`src/hdl/lzrd_pkg.sv`:
```
//------------------------------------------------------------------------------
// lzrd_pkg
// Shared types and constants for the LZ77 record decompressor.
//------------------------------------------------------------------------------
`default_nettype none

package lzrd_pkg;

   localparam int DATA_W  = 8;
   localparam int COUNT_W = 16;
   localparam int DIST_W  = 11;
   localparam int LEN_W   = 3;
   localparam int LEFT_W  = 4;
   localparam int HIGH_W  = 6;

   localparam int WINDOW_SIZE_DEFAULT = 2048;
   localparam int QUEUE_DEPTH_DEFAULT = 4;
   localparam int MIN_MATCH           = 3;

   localparam logic [COUNT_W-1:0] MAX_OUTPUT_RESET = 16'd4096;

   localparam logic [DATA_W-1:0] LIT_RUN_MAX = 8'h08;
   localparam logic [DATA_W-1:0] LIT_LOW     = 8'h09;
   localparam logic [DATA_W-1:0] LIT_HIGH    = 8'h7F;
   localparam logic [DATA_W-1:0] PAIR_HIGH   = 8'hBF;
   localparam logic [DATA_W-1:0] SPACE_CHAR  = 8'h20;
   localparam logic [DATA_W-1:0] FLIP_MASK   = 8'h80;

   typedef enum logic [1:0] {
      STATUS_OK       = 2'd0,
      STATUS_BAD_DIST = 2'd1,
      STATUS_TRUNC    = 2'd2,
      STATUS_LIMIT    = 2'd3
   } status_type;

   typedef enum logic [1:0] {
      KIND_LIT   = 2'd0,
      KIND_SPACE = 2'd1,
      KIND_COPY  = 2'd2,
      KIND_NONE  = 2'd3
   } kind_type;

   typedef struct packed {
      kind_type          kind;
      logic [DATA_W-1:0] data;
      logic [DIST_W-1:0] offset;
      logic [LEN_W-1:0]  len;
      logic              last;
      logic              trunc;
   } cmd_type;

endpackage

`default_nettype wire

```
`src/hdl/lzrd_queue.sv`:
```
//------------------------------------------------------------------------------
// lzrd_queue
// Small command FIFO between parser and executor.
//------------------------------------------------------------------------------
`default_nettype none

module lzrd_queue #(
   parameter int DEPTH = lzrd_pkg::QUEUE_DEPTH_DEFAULT
) (
   input  wire logic          clock,
   input  wire logic          reset,
   input  wire logic          push_valid,
   input  lzrd_pkg::cmd_type  push_cmd,
   output logic               full,
   input  wire logic          pop,
   output logic               head_valid,
   output lzrd_pkg::cmd_type  head_cmd
);

   localparam int PW = $clog2(DEPTH);
   localparam int CW = $clog2(DEPTH + 1);

   lzrd_pkg::cmd_type  entry_ff [DEPTH];
   logic [PW-1:0]      wr_ptr_ff, wr_ptr_in, rd_ptr_ff, rd_ptr_in;
   logic [CW-1:0]      count_ff, count_in;
   logic               do_push, do_pop;

   assign full       = (count_ff == CW'(DEPTH));
   assign head_valid = (count_ff != '0);
   assign head_cmd   = entry_ff[rd_ptr_ff];
   assign do_push    = push_valid && !full;
   assign do_pop     = pop && head_valid;

   always_comb begin
      wr_ptr_in = do_push ? wr_ptr_ff + PW'(1) : wr_ptr_ff;
      rd_ptr_in = do_pop  ? rd_ptr_ff + PW'(1) : rd_ptr_ff;
      count_in  = count_ff + CW'(do_push) - CW'(do_pop);
   end

   always_ff @(posedge clock) begin
      if (do_push) begin
         entry_ff[wr_ptr_ff] <= push_cmd;
      end
   end

   always_ff @(posedge clock) begin
      if (reset) begin
         wr_ptr_ff <= '0;
         rd_ptr_ff <= '0;
         count_ff  <= '0;
      end else begin
         wr_ptr_ff <= wr_ptr_in;
         rd_ptr_ff <= rd_ptr_in;
         count_ff  <= count_in;
      end
   end

endmodule

`default_nettype wire

```
`config.mk`:
```
export PLATFORM = sky130hd
export DESIGN_NAME = lzrd_queue
export DESIGN_NICKNAME = d
export VERILOG_FILES = /design/src/hdl/lzrd_pkg.sv /design/src/hdl/lzrd_queue.sv
export SDC_FILE = /design/constraint.sdc
export NUM_CORES = 1
export LEC_CHECK = 0
export CAP_MARGIN = 25
export CORE_MARGIN = 4
export CORE_UTILIZATION = 55
export CTS_BUF_LIST = sky130_fd_sc_hd__clkbuf_8
export DETAILED_ROUTE_END_ITERATION = 10
export DONT_BUFFER_PORTS = 1
export GPL_ROUTABILITY_DRIVEN = 0
export PLACE_DENSITY = 0.7
export SLEW_MARGIN = 15
export SYNTH_ARGS = -nofsm -noshare
export SYNTH_HDL_FRONTEND = slang
export SYNTH_SLANG_ARGS = --single-unit
```
`constraint.sdc`:
```
create_clock -name clock -period 3.8 [get_ports clock]
set_input_delay 0.38 -clock clock [delete_from_list [all_inputs] [get_ports clock]]
set_output_delay 0.38 -clock clock [all_outputs]
set_load 0.1 [all_outputs]
```
# Yosys cells after proc, flatten, opt, wreduce, memory -nomap -nowiden

Memories as Yosys holds them, arrays and structs flattened. A register that Yosys moved wholly into a read port is not among the register bits.
Cells that the tools add are included.
Widths: inputs -> output; s select.

Mux-type cells: 4
Shifts and indexed selects: 0
$mul: 0
Bitwise operators: 0
$add $sub $neg: 4
Divide/modulo/power cells: 0
Equal/unequal tests: 1
Order comparisons: 0
Reductions and logical operators: 4

Operator list:

| kind                | number |
|---|---|
| $add 2x1->2 const B | 2 |
| $mux 2              | 2 |
| $add 3x1->3         | 1 |
| $eq 3x3->1 const B  | 1 |
| $reduce_bool 3->1   | 1 |
| $sub 3x1->3         | 1 |
| $logic_and 1x1->1   | 2 |
| $mux 1              | 2 |
| $logic_not 1->1     | 1 |

Register bits: 7
Latch bits: 0
Word-level logic and storage cells: 17
Input bits: 30
Bits in writable memories: 104
Memory bits (read-only): 0
Memories kept: 1

Memories:

| memory   | depth | width | rd ports | clocked after memory_dff | wr ports | line             | source |
|---|---|---|---|---|---|---|---|
| entry_ff | 4     | 26    | 1        | 1                        | 1        | lzrd_queue.sv:23 | `lzrd_pkg::cmd_type entry_ff [DEPTH];` |

# Longest topological paths before layout

Depth in word-level cells: 5
Mapped depth: 11

# Worst setup path after synthesis

OpenSTA, ideal clock, no wires.

Kind: register -> register
From: register count_ff[1]
To: register count_ff[2]
Library setup time: 0.078 ns
Path buffers: 0
Required time: 3.722 ns
Arrival: 3.240 ns
Cell stages (with the launch flop): 12
Setup slack: 0.482 ns
Cells stage by stage: dfxtp_1 > nor3b_2 > nor2_1 > inv_1 > ha_1 > inv_1 > ha_1 > inv_1 > fa_1 > xor2_1 > and2_1 > nor3_1

Cells in the longest elaborated chain, start to end: 5
Elaborated cells on any way between the ends: 7

RTL lines:

| element                  | line             | source |
|---|---|---|
| start: declaration       | lzrd_queue.sv:25 | `logic [CW-1:0] count_ff, count_in;` |
| start signal: assignment | lzrd_queue.sv:54 | `count_ff <= count_in;` |
| $eq 3x3->1               | lzrd_queue.sv:28 | `assign full = (count_ff == CW'(DEPTH));` |
| named net full           | lzrd_queue.sv:14 | `output logic full,` |
| $logic_not 1->1          | lzrd_queue.sv:31 | `assign do_push = push_valid && !full;` |
| $logic_and 1x1->1        | lzrd_queue.sv:31 |  |
| $add 3x1->3              | lzrd_queue.sv:37 | `count_in = count_ff + CW'(do_push) - CW'(do_pop);` |
| $sub 3x1->3              | lzrd_queue.sv:37 |  |

The timed path passes the listed nets, and every way through them passes these cells.
A chain may end at the register's enable or synchronous reset.

==> flow_metrics.py <==
metrics = {
    "outcome": {
        "status": "complete, no violations",
    },
    "routing": {
        "vias_per_cell": 5.70,
        "final_antenna_net_count": 0,
        "first_pass_iters": 4,
        "drc": 0,
        "routed_wl_mm": 6.55,
        "first_iter_violations": 121,
        "num_vias": 1790,
        "routedWlPerCell_um": 20.9,
    },
    "cts": {
        "cts_max_path_buffers": 2,
        "clkTransAtPathRegs_ns": 0.06,
        "cts.sinks": 113,
        "ctsRootBufferMaster": "clkbuf_8",
        "ctsResizeCount": 0,
        "clock_latency_ns": 0.40,
        "h-tree-depth": 4,
        "post_cts_buffers": 0,
        "cts_buffers": 17,
        "holdBufCountCts": 0,
        "cts_tree": "built",
    },
    "worst_setup_path": {
        "r2r.worst_path.cells": 12,
        "critPathTopFamily": "multiplexers",
        "reg2reg_slack_ns": 1.16,
        "crit_cells": 1,
        "crit_type": "register to output pin",
        "cpMaxStageDelayCell": "mux4_1",
        "cp-start-kind": "register",
        "cpPeakStageDelay_ns": 1.11,
        "worstPathArrival_ns": 2.43,
        "worstPathRequired_ns": 3.42,
        "crit_chain": "mux4_1",
        "end_kind": "output pin",
        "crit_buf_inv": 0,
        "path_max_fanout": 26,
    },
    "layout": {
        "nFillCells": 513,
        "area_delta_synth_final_pct": 12.0,
        "drive_gt1_share_pct": 26.0,
        "final_nets": 240,
        "n_antenna_cell": 0,
    },
    "synth": {
        "synth_cells": 185,
        "yosysTopAreaCell": "edfxtp_1",
        "synth-seq-cells": 113,
        "yosysSeqAreaShare_pct": 77.4,
        "synth_nets": 222,
        "synth.distinct_cells": 26,
        "yosysTopAreaCellShare_pct": 73.2,
        "synth_area_leaders": "edfxtp_1, mux4_2, dfxtp_1",
        "synth_warnings": 0,
        "syn_area_um2": 4270,
        "syn_avg_cell_area_um2": 23.1,
    },
    "timing": {
        "slew_headroom_pct": 36.3,
        "hold_viol": 0,
        "fin_crit_ns": 2.81,
        "min_period_over_period_pct": 73.8,
        "tns_ns": 0,
        "tightestPinTransition_ns": 0.960,
        "holdWs_ns": 0.0409,
        "fmax_mhz": 356,
        "finalSetupViolCount": 0,
        "slew_viol_final": 0,
        "clock_skew_ns": 0.00598,
        "rsz0062_at_grt": "no",
    },
    "grt": {
        "overflow": 0,
        "grtUsageTotal_pct": 15.9,
        "grt_start_max_net_pins": 27,
        "grt_pass1_wl_mm": 10.3,
        "antenna_found_initial": 0,
        "grt_pass1_vias": 1944,
    },
    "floorplanning": {
        "start_util_pct": 57.6,
        "die_height_um": 96.1,
        "die_x_um": 96.1,
        "io_pins": 58,
        "dieArea_um2": 9230,
        "coreArea_um2": 7410,
        "fp-row-count": 31,
    },
    "min_path": {
        "hold_path_depth": 1,
        "min_path_type": "input port to register",
    },
    "job": {
        "cap_violations": 0,
    },
    "placement": {
        "io_buffers": 0,
        "place_hpwl_mm": 4.22,
    },
}
-- routing by layer --
metal	track usage (%)	vias to the layer above	wire length, um	part of all wire [%]
met5	0	-	0	0
met4	6.75	0	46	0.70
met3	7.04	4	484	7.4
met2	26.6	51	3670	56
met1	17.7	940	2350	36
li1	-	795	-	-
-- final timing paths --
kind / from / end
worst max-delay path: register / head_cmd[0]
worst min-delay path: reset / register
worst max register to register: count_ff[1] / count_ff[2]
worst min register to register: wr_ptr_ff[1] / wr_ptr_ff[1]
-- synthesized netlist by cell type --
| cell | instances |
|---|---|
| or3_1 | 2 |
| xor2_1 | 2 |
| nor2b_1 | 1 |
| nand2b_1 | 2 |
| fa_1 | 1 |
| inv_1 | 6 |
| nor3b_2 | 1 |
| buf_6 | 1 |
| dfxtp_1 | 9 |
| clkbuf_1 | 1 |
| edfxtp_1 | 104 |
| ha_1 | 6 |
| buf_12 | 2 |
| o21ai_0 | 1 |
| o31a_1 | 1 |
| o311ai_0 | 1 |
| xnor2_1 | 1 |
| mux4_2 | 20 |
| nor3_1 | 1 |
| mux4_1 | 6 |
| a21oi_1 | 1 |
| and2_1 | 5 |
| buf_2 | 2 |
| clkbuf_2 | 1 |
| mux2i_1 | 1 |
| nor2_1 | 6 |
-- cell type report --
| type | count | area, um2 | area share, % |
|---|---|---|---|
| tap | 99 | 124 | 2.59 |
| clock inverter | 14 | 173 | 3.61 |
| multi-input combinational | 59 | 876 | 18.3 |
| inverter | 6 | 22.5 | 0.471 |
| clock buffer | 17 | 234 | 4.90 |
| sequential | 113 | 3300 | 69.2 |
| timing repair buffer | 6 | 45.0 | 0.943 |
-- logic make-up (layout without fill, tap and decap cells) --
| family | after synthesis | after routing | synth area share [%] |
|---|---|---|---|
| mux | 27 | 27 | 14.5 |
| simple gates | 18 | 18 | 2.41 |
| buf+inv | 13 | 43 | 2.17 |
| xor+xnor | 3 | 3 | 0.616 |
| flops | 113 | 113 | 77.4 |
| fa+ha+maj | 7 | 7 | 2.23 |
| compound gates | 4 | 4 | 0.645 |
-- placed cells by master, fill, tap and decap left out, drive strengths merged, types with 2 or more instances in the layout --
master and n:
and2 5, buf 6, bufinv 4, clkbuf 17
clkinv 8, dfxtp 9, edfxtp 104, ha 6
inv 7, mux4 26, nand2b 2, nor2 6
or3 2, xor2 2
-- sequential cells by signal (all words and copies together), names as in the netlist, named ones only --
signal     count
entry_ff     104
wr_ptr_ff      2
rd_ptr_ff      2
count_ff       3
-- per-stage QoR --
step	worst slack, ns	util, %	std cells	cell area (um2)
5_1_grt	0.815	64.5	314	4780
2_1_floorplan	0.482	-	185	4270
4_1_cts	0.888	64.5	314	4780
3_5_place_dp	1.13	59.0	283	4370
6_report	0.995	64.5	314	4780
3_3_place_gp	1.32	59.0	283	4370
-- worst reg2reg max path, stage by stage, from the launching register on --
cell and delay (ns):
dfxtp_1 0.49, nor3b_4 0.07, buf_4 0.24, nor2_1 0.31
inv_1 0.08, ha_1 0.29, inv_1 0.06, ha_1 0.14
inv_1 0.05, fa_1 0.37, xor2_1 0.16, and2_1 0.16
nor3_1 0.12
Power is not shown: default switching activity piles up to over one toggle a cycle in this logic, so the estimate is an artifact.
