### src/hdl/lzrd_pkg.sv
//------------------------------------------------------------------------------
// lzrd_pkg
// Shared types and constants for the LZ77 record decompressor.
//------------------------------------------------------------------------------
`default_nettype none

package lzrd_pkg;

   localparam int DATA_W  = 8;
   localparam int COUNT_W = 16;
   localparam int DIST_W  = 11;
   localparam int LEN_W   = 3;
   localparam int LEFT_W  = 4;
   localparam int HIGH_W  = 6;

   localparam int WINDOW_SIZE_DEFAULT = 2048;
   localparam int QUEUE_DEPTH_DEFAULT = 4;
   localparam int MIN_MATCH           = 3;

   localparam logic [COUNT_W-1:0] MAX_OUTPUT_RESET = 16'd4096;

   localparam logic [DATA_W-1:0] LIT_RUN_MAX = 8'h08;
   localparam logic [DATA_W-1:0] LIT_LOW     = 8'h09;
   localparam logic [DATA_W-1:0] LIT_HIGH    = 8'h7F;
   localparam logic [DATA_W-1:0] PAIR_HIGH   = 8'hBF;
   localparam logic [DATA_W-1:0] SPACE_CHAR  = 8'h20;
   localparam logic [DATA_W-1:0] FLIP_MASK   = 8'h80;

   typedef enum logic [1:0] {
      STATUS_OK       = 2'd0,
      STATUS_BAD_DIST = 2'd1,
      STATUS_TRUNC    = 2'd2,
      STATUS_LIMIT    = 2'd3
   } status_type;

   typedef enum logic [1:0] {
      KIND_LIT   = 2'd0,
      KIND_SPACE = 2'd1,
      KIND_COPY  = 2'd2,
      KIND_NONE  = 2'd3
   } kind_type;

   typedef struct packed {
      kind_type          kind;
      logic [DATA_W-1:0] data;
      logic [DIST_W-1:0] offset;
      logic [LEN_W-1:0]  len;
      logic              last;
      logic              trunc;
   } cmd_type;

endpackage

`default_nettype wire

### src/hdl/lzrd_req_if.sv
//------------------------------------------------------------------------------
// lzrd_req_if
// Compressed byte channel.
//------------------------------------------------------------------------------
`default_nettype none

interface lzrd_req_if;
   logic                          valid;
   logic                          ready;
   logic [lzrd_pkg::DATA_W-1:0]   in_byte;
   logic                          last_in;

   modport source (output valid, output in_byte, output last_in, input ready);
   modport sink   (input valid, input in_byte, input last_in, output ready);
endinterface

`default_nettype wire

### src/hdl/lzrd_front.sv
//------------------------------------------------------------------------------
// lzrd_front
// Parses compressed bytes into commands for the back end.
//------------------------------------------------------------------------------
`default_nettype none

module lzrd_front (
   input  wire logic          clock,
   input  wire logic          reset,
   lzrd_req_if.sink           req,
   input  wire logic          q_full,
   output logic               push_valid,
   output lzrd_pkg::cmd_type  push_cmd
);

   typedef enum logic [2:0] {
      PH_CMD  = 3'b001,
      PH_LIT  = 3'b010,
      PH_PAIR = 3'b100
   } phase_type;

   phase_type                      phase_ff, phase_in;
   logic [lzrd_pkg::LEFT_W-1:0]    left_ff, left_in, left_dec;
   logic [lzrd_pkg::HIGH_W-1:0]    high_ff, high_in;
   logic                           accept;
   logic [lzrd_pkg::DATA_W-1:0]    ch;

   assign req.ready = !q_full;
   assign accept    = req.valid && req.ready;
   assign ch        = req.in_byte;
   assign left_dec  = left_ff - lzrd_pkg::LEFT_W'(1);

   always_comb begin
      phase_in        = phase_ff;
      left_in         = left_ff;
      high_in         = high_ff;
      push_cmd.kind   = lzrd_pkg::KIND_NONE;
      push_cmd.data   = ch;
      push_cmd.offset = {high_ff, ch[7:3]};
      push_cmd.len    = ch[2:0];
      push_cmd.last   = req.last_in;
      push_cmd.trunc  = 1'b0;
      unique case (phase_ff)
         PH_LIT: begin
            push_cmd.kind  = lzrd_pkg::KIND_LIT;
            left_in        = left_dec;
            phase_in       = (left_dec == '0) ? PH_CMD : PH_LIT;
            push_cmd.trunc = req.last_in && (left_dec != '0);
         end
         PH_PAIR: begin
            push_cmd.kind = lzrd_pkg::KIND_COPY;
            phase_in      = PH_CMD;
         end
         PH_CMD: begin
            priority if (ch == '0 || (ch >= lzrd_pkg::LIT_LOW && ch <= lzrd_pkg::LIT_HIGH)) begin
               push_cmd.kind = lzrd_pkg::KIND_LIT;
            end else if (ch <= lzrd_pkg::LIT_RUN_MAX) begin
               left_in        = ch[lzrd_pkg::LEFT_W-1:0];
               phase_in       = PH_LIT;
               push_cmd.trunc = req.last_in;
            end else if (ch <= lzrd_pkg::PAIR_HIGH) begin
               high_in        = ch[lzrd_pkg::HIGH_W-1:0];
               phase_in       = PH_PAIR;
               push_cmd.trunc = req.last_in;
            end else begin
               push_cmd.kind = lzrd_pkg::KIND_SPACE;
            end
         end
         default: begin
            phase_in = PH_CMD;
         end
      endcase
      if (req.last_in) begin
         phase_in = PH_CMD;
         left_in  = '0;
         high_in  = '0;
      end
   end

   assign push_valid = accept && (push_cmd.kind != lzrd_pkg::KIND_NONE || req.last_in);

   always_ff @(posedge clock) begin
      if (reset) begin
         phase_ff <= PH_CMD;
         left_ff  <= '0;
         high_ff  <= '0;
      end else if (accept) begin
         phase_ff <= phase_in;
         left_ff  <= left_in;
         high_ff  <= high_in;
      end
   end

endmodule

`default_nettype wire

### src/flat_wrapper.sv
// flat-port wrapper written by rule: the top's interface ports become plain ports
module lzrd_front_flat 
  (clock, reset, q_full, push_valid, push_cmd, req_valid, req_in_byte, req_last_in, req_ready);
  lzrd_req_if req_i ();
  input  wire logic clock;
  input  wire logic reset;
  input  wire logic q_full;
  output logic push_valid;
  output lzrd_pkg::cmd_type push_cmd;
  input wire logic [$bits(req_i.valid)-1:0] req_valid;
  input wire logic [$bits(req_i.in_byte)-1:0] req_in_byte;
  input wire logic [$bits(req_i.last_in)-1:0] req_last_in;
  output wire logic [$bits(req_i.ready)-1:0] req_ready;
  assign req_i.valid = req_valid;
  assign req_i.in_byte = req_in_byte;
  assign req_i.last_in = req_last_in;
  assign req_ready = req_i.ready;
  lzrd_front u_core (.clock(clock), .reset(reset), .req(req_i), .q_full(q_full), .push_valid(push_valid), .push_cmd(push_cmd));
endmodule
### config.mk
export PLATFORM = sky130hd
export DESIGN_NAME = lzrd_front_flat
export DESIGN_NICKNAME = d
export VERILOG_FILES = /design/src/hdl/lzrd_pkg.sv /design/src/hdl/lzrd_req_if.sv /design/src/hdl/lzrd_front.sv /design/src/flat_wrapper.sv
export SDC_FILE = /design/constraint.sdc
export NUM_CORES = 1
export LEC_CHECK = 0
export BUFFER_PORTS_ARGS = -buffer_cell sky130_fd_sc_hd__buf_2
export CAP_MARGIN = 20
export CORE_ASPECT_RATIO = 0.8
export CORE_MARGIN = 2
export CORE_UTILIZATION = 40
export CTS_CLUSTER_DIAMETER = 80
export DETAILED_ROUTE_END_ITERATION = 8
export PLACE_DENSITY = 0.67
export SYNTH_ARGS = -nofsm -noshare
export SYNTH_HDL_FRONTEND = slang
export SYNTH_SLANG_ARGS = --single-unit
### constraint.sdc
create_clock -name clock -period 2.6 [get_ports clock]
set_clock_uncertainty 0.05 [all_clocks]
set_input_delay 0.26 -clock clock [delete_from_list [all_inputs] [get_ports clock]]
set_output_delay 0.26 -clock clock [all_outputs]
set_load 0.01 [all_outputs]
### Yosys cells after proc, flatten, opt, wreduce, memory -nomap -nowiden

Cells that the tools add are included.

| storage, ports and cells | value |
|---|---|
| register bits | 13 |
| input port bits | 13 |
| output and inout port bits | 28 |
| logic and storage cells | 56 |

| operators by class | value |
|---|---|
| add/sub/neg operators | 1 |
| order comparisons | 4 |
| eq/ne operators | 9 |
| mux-type cells | 23 |
| reductions and logical operators | 16 |

Operators with widths:

| operator | number |
|---|---|
| $mux 6 | 5 |
| $mux 3 | 4 |
| $mux 4 | 3 |
| $ge 8x4->1 const B | 1 |
| $le 8x4->1 const B | 1 |
| $le 8x7->1 const B | 1 |
| $le 8x8->1 const B | 1 |
| $logic_not 8->1 | 1 |
| $mux 2 | 4 |
| $pmux 4 s2 | 1 |
| $ne 2x2->1 const B | 3 |
| $pmux 2 s3 | 1 |
| $pmux 3 s2 | 1 |
| $reduce_and 5->1 | 1 |
| $logic_and 1x1->1 | 4 |
| $logic_not 4->1 | 1 |
| $ne 4x2->1 const B | 1 |
| $reduce_and 4->1 | 1 |
| $reduce_bool 2->1 | 2 |
| $reduce_bool 4->1 | 1 |
| $sub 4x1->4 const B | 1 |
| $eq 3x1->1 const B | 1 |
| $eq 3x2->1 const B | 1 |
| $eq 3x3->1 const B | 1 |
| other kinds (8) | 11 |

### Logic depth before layout (Yosys ltp)

| depth | value |
|---|---|
| depth in word-level cells | 8 |
| gate-level depth with buffers | 6 |

### Least setup slack after synthesis

Ideal clock, no wire load.

| timing path | value |
|---|---|
| path kind | input to output |
| start point | in req_in_byte[5] |
| end point | out push_valid |
| arrival | 1.446 ns |
| data required time | 2.290 ns |
| path slack | 0.844 ns |
| stages | 4 |
| path buffers | 0 |
| path through | or3_4 -> or3_1 -> a21oi_1 -> a21oi_1 |

RTL lines:

| what | line | source |
|---|---|---|
| start: declaration | flat_wrapper.sv:11 | `input wire logic [$bits(req_i.in_byte)-1:0] req_in_byte;` |
| end: declaration | flat_wrapper.sv:8 | `output logic push_valid;` |

==> run_results.csv <==
group,metric,value,unit
floorplan,floorplan.die_area,0.00313,mm²
power_and_ir_drop,pwr-share-seq,0.436,
cts,cts-root-buf,"sky130_fd_sc_hd__clkbuf_4",
sta,post-route-min-period,2.10,ns
cts,clock_tree_from_tritoncts,"built",
yosys,synthDistinctLibCells,42,
placed_design,detailed_place.area,0.00118,mm²
sta,fmax,476,MHz
worst_setup_path,critical-path-top-delay-family,"compound AO/OA/AOI/OAI gates",
yosys,number_of_flops_mapped_to_enable_cells_by_yosys,0,
global_routing,grt_pass1_wl,4.20,mm
global_routing,pin_count_of_the_biggest_net_entering_global_routing,15,
worst_setup_path,critical_path.startpoint_type,"primary input",
worst_setup_path,worstSetupEndpointType,"output pin",
power_and_ir_drop,leak,0.498,nW
global_routing,grt_overflow_total,0,
sta,rsz0062_at_grt,"no",
placed_design,count_of_buffers_inserted_at_the_top_level_ports,40,
cts,post_cts_hold_buffer_count,0,
worst_setup_path,path_max_fanout,5,
hold_path,hold_path_depth,3,
placed_design,routabilityCongestion,0.754,
floorplan,die_h,50.4,µm
sta,portion_of_the_clock_cycle_consumed_by_the_worst_path_in_the_final_layout,0.807,
sta,hold-worst-slack,0.220,ns
yosys,ys_seq_area_frac,0.241,
power_and_ir_drop,peakVddDrop,0.000236,V
yosys,synth_ff_type,"sky130_fd_sc_hd__dfxtp_1",
yosys,post-synth-top-area-cell,"sky130_fd_sc_hd__dfxtp_1",
status,outcome,"finished clean",
sta,max-slew-margin-rel,0.660,
worst_setup_path,critPathArrivalTime,1.79,ns
hold_path,timing.hold.worst.start,"req_in_byte[4]",
yosys,synth_top_cell_area_share,0.241,
sta,finalHoldViolCount,0,
worst_setup_path,cell_breakdown_of_the_critical_path,"buf_2 -> or3_4 -> o41ai_1 -> o2bb2ai_1 -> and2_1 -> buf_2",
route,routed_wl,2.66,mm
global_routing,number_of_global_route_vias_before_repair,961,
worst_setup_path,crit_type,"primary input to output pin",
placed_design,dp_hpwl,2.07,mm
yosys,ys_top_cells_by_count,"sky130_fd_sc_hd__buf_4 (17), sky130_fd_sc_hd__a21oi_1 (13), sky130_fd_sc_hd__dfxtp_1 (13)",
yosys,yosys.cell_count.top_type,"sky130_fd_sc_hd__buf_4",
yosys,synth_top_cells_by_area,"sky130_fd_sc_hd__dfxtp_1 (24%), sky130_fd_sc_hd__buf_4 (12%), sky130_fd_sc_hd__a21oi_1 (6.0%)",
yosys,syn-mean-instance-area,8.36,µm²
yosys,synth.ff_latch_count,13,
hold_path,min_to,"u_core.high_ff[4]$_SDFFE_PP0P_",
power_and_ir_drop,share_comb_of_total_power,0.275,
sta,setup_viol,0,
worst_setup_path,crit_path_top_delay_cell,"sky130_fd_sc_hd__o41ai_1",
cts,insertion_delay,0.29,ns
yosys,synthesis.nets,144,
route,drt-pass1-iter-count,4,
yosys,netlist_instances,129,
worst_setup_path,worstReg2RegStart,"u_core.phase_ff[0]$_SDFFE_PP1P_",
cts,max-clock-path-buffers,2,
power_and_ir_drop,clkPwrFrac,0.289,
route,vias_after_detailed_routing,1066,
route,drt_drc_violations_left,0,
finish,final_design_area_no_fill,0.00121,mm²
finish,n_antenna_cell,0,
route,antenna_left,0,
route,detail_route.wl_per_cell,14.1,µm
worst_setup_path,crit-reg2reg-capture,"u_core.left_ff[3]$_SDFFE_PP0P_",
power_and_ir_drop,cell_internal_pwr,0.314,mW
cts,tritoncts.num_buffers,3,
finish,drive_above_1_share,0.340,
floorplan,io_pins,41,
finish,nets,169,
worst_setup_path,register_to_register_setup_slack,0.74,ns
hold_path,hold_path_class,"primary input to flip-flop",
power_and_ir_drop,totalPowerFinal,0.479,mW
power_and_ir_drop,sw_frac_of_total,0.343,
sta,fin_setup_tns,0,ns
floorplan,num_rows,16,
finish,area_delta_synth_final,11.8,%
cts,worst_setup_hold_path_clk_slew,0.09,ns
cts,h-tree-depth,1,
global_routing,number_of_antenna_violations_at_the_first_check_in_global_routing,0,
cts,cts_setup_buffers,0,
power_and_ir_drop,total_switching_power,0.164,mW
yosys,synthArstFlopShare,0,
global_routing,grt.total_usage,0.180,
sta,worst-slew-pin-transition,0.504,ns
sta,drv_slew,0,
run,max-cap-violations,0,
worst_setup_path,reg2reg_depth,4,
route,vias_per_cell,5.64,
cts,cts_sinks,13,
route,detail_route.iter0.violations,63,
worst_setup_path,critical_path.most_common_cell,"sky130_fd_sc_hd__buf_2",
cts,post_cts_gate_resize_count,0,
worst_setup_path,critPathBufInv,2,
worst_setup_path,worst_ep_required_time,2.29,ns
yosys,synthesis.yosys.warnings,0,
floorplan,floorplan.core_area,0.00250,mm²
power_and_ir_drop,power-per-cell-area,397,mW/mm²
floorplan,initial_utilization,0.431,
yosys,syn-cell-area,0.00108,mm²
floorplan,die_width,62.1,µm
worst_setup_path,cpPeakStageDelay,0.54,ns
-- worst reg2reg max path, cell delays in order, from the launching register on --
cell and delay [ns]:
sky130_fd_sc_hd__dfxtp_1 0.49, sky130_fd_sc_hd__nor4b_4 0.40, sky130_fd_sc_hd__a311o_1 0.37, sky130_fd_sc_hd__nand3_4 0.12, sky130_fd_sc_hd__mux2_4 0.33
-- power by group through the flow --
stage	registers (mW)	logic, mW	clock network [mW]
after CTS	0.209	0.132	0.140
final	0.209	0.132	0.139
after global placement	0.213	0.128	0
after floorplan	0.210	0.0973	0
after global routing	0.209	0.144	0.152
after detailed placement	0.213	0.131	0
-- stage by stage --
stage	setup slack [ns]	util	cells
6_report	0.501	0.482	189
5_1_grt	0.407	0.482	189
4_1_cts	0.503	0.482	189
3_5_place_dp	0.531	0.472	185
3_3_place_gp	0.541	0.472	185
2_1_floorplan	0.844	-	129
-- cells by family (layout without fill, tap and decap cells) --
group	count (synthesis)	count (layout)	synth area share
fa+ha+maj	2	2	0.0232
xor+xnor	3	3	0.0244
mux	1	1	0.0139
compound gates	41	41	0.269
buf+inv	26	50	0.158
simple gates	43	43	0.270
flops	13	13	0.241
-- flip-flops by register name, indices dropped and copies added, names as in the netlist --
name             count
u_core.left_ff       4
u_core.phase_ff      3
u_core.high_ff       6
-- layout by cell type (no fill, tap or decap), types with 3 or more instances in the layout --
cell type,Yosys,routed
sky130_fd_sc_hd__o31ai_1,6,6
sky130_fd_sc_hd__inv_1,5,5
sky130_fd_sc_hd__nand2b_1,3,3
sky130_fd_sc_hd__a21oi_1,13,13
sky130_fd_sc_hd__nor3_1,3,3
sky130_fd_sc_hd__nor2_1,11,11
sky130_fd_sc_hd__buf_2,1,40
sky130_fd_sc_hd__nand2_1,3,3
sky130_fd_sc_hd__nand4_1,6,6
sky130_fd_sc_hd__a311o_1,4,4
sky130_fd_sc_hd__clkbuf_4,0,3
sky130_fd_sc_hd__o21ai_0,8,8
sky130_fd_sc_hd__xnor2_1,3,3
sky130_fd_sc_hd__dfxtp_1,13,13
-- metal layers --
layer / vias up / part of all wire / GRT usage
met2: 51 / 0.45 / 0.273
li1: 521 / - / -
met3: 4 / 0.085 / 0.0619
met1: 490 / 0.46 / 0.236
met5: - / 0 / 0
met4: 0 / 0.0086 / 0.0603
-- worst max path at each step --
stage	start	end	slack [ns]	cells past startpoint
2_1_floorplan	req_in_byte[5]	push_valid	0.84	4
3_3_place_gp	req_in_byte[5]	push_cmd[0]	0.54	6
3_5_place_dp	req_in_byte[5]	push_cmd[0]	0.53	6
4_1_cts	req_in_byte[5]	push_cmd[0]	0.50	6
5_1_grt	req_in_byte[5]	push_cmd[0]	0.41	6
6_report	req_in_byte[5]	push_cmd[0]	0.50	6
-- final cells by class --
class                      count  area [µm²]
multi-input combinational     90         648
fill                         265        1300
clock buffer                   4        26.3
tap                           36        45.0
timing repair buffer          41         208
sequential                    13         260
inverter                       5        18.8
No activity file was read; power rests on OpenSTA's default activity.
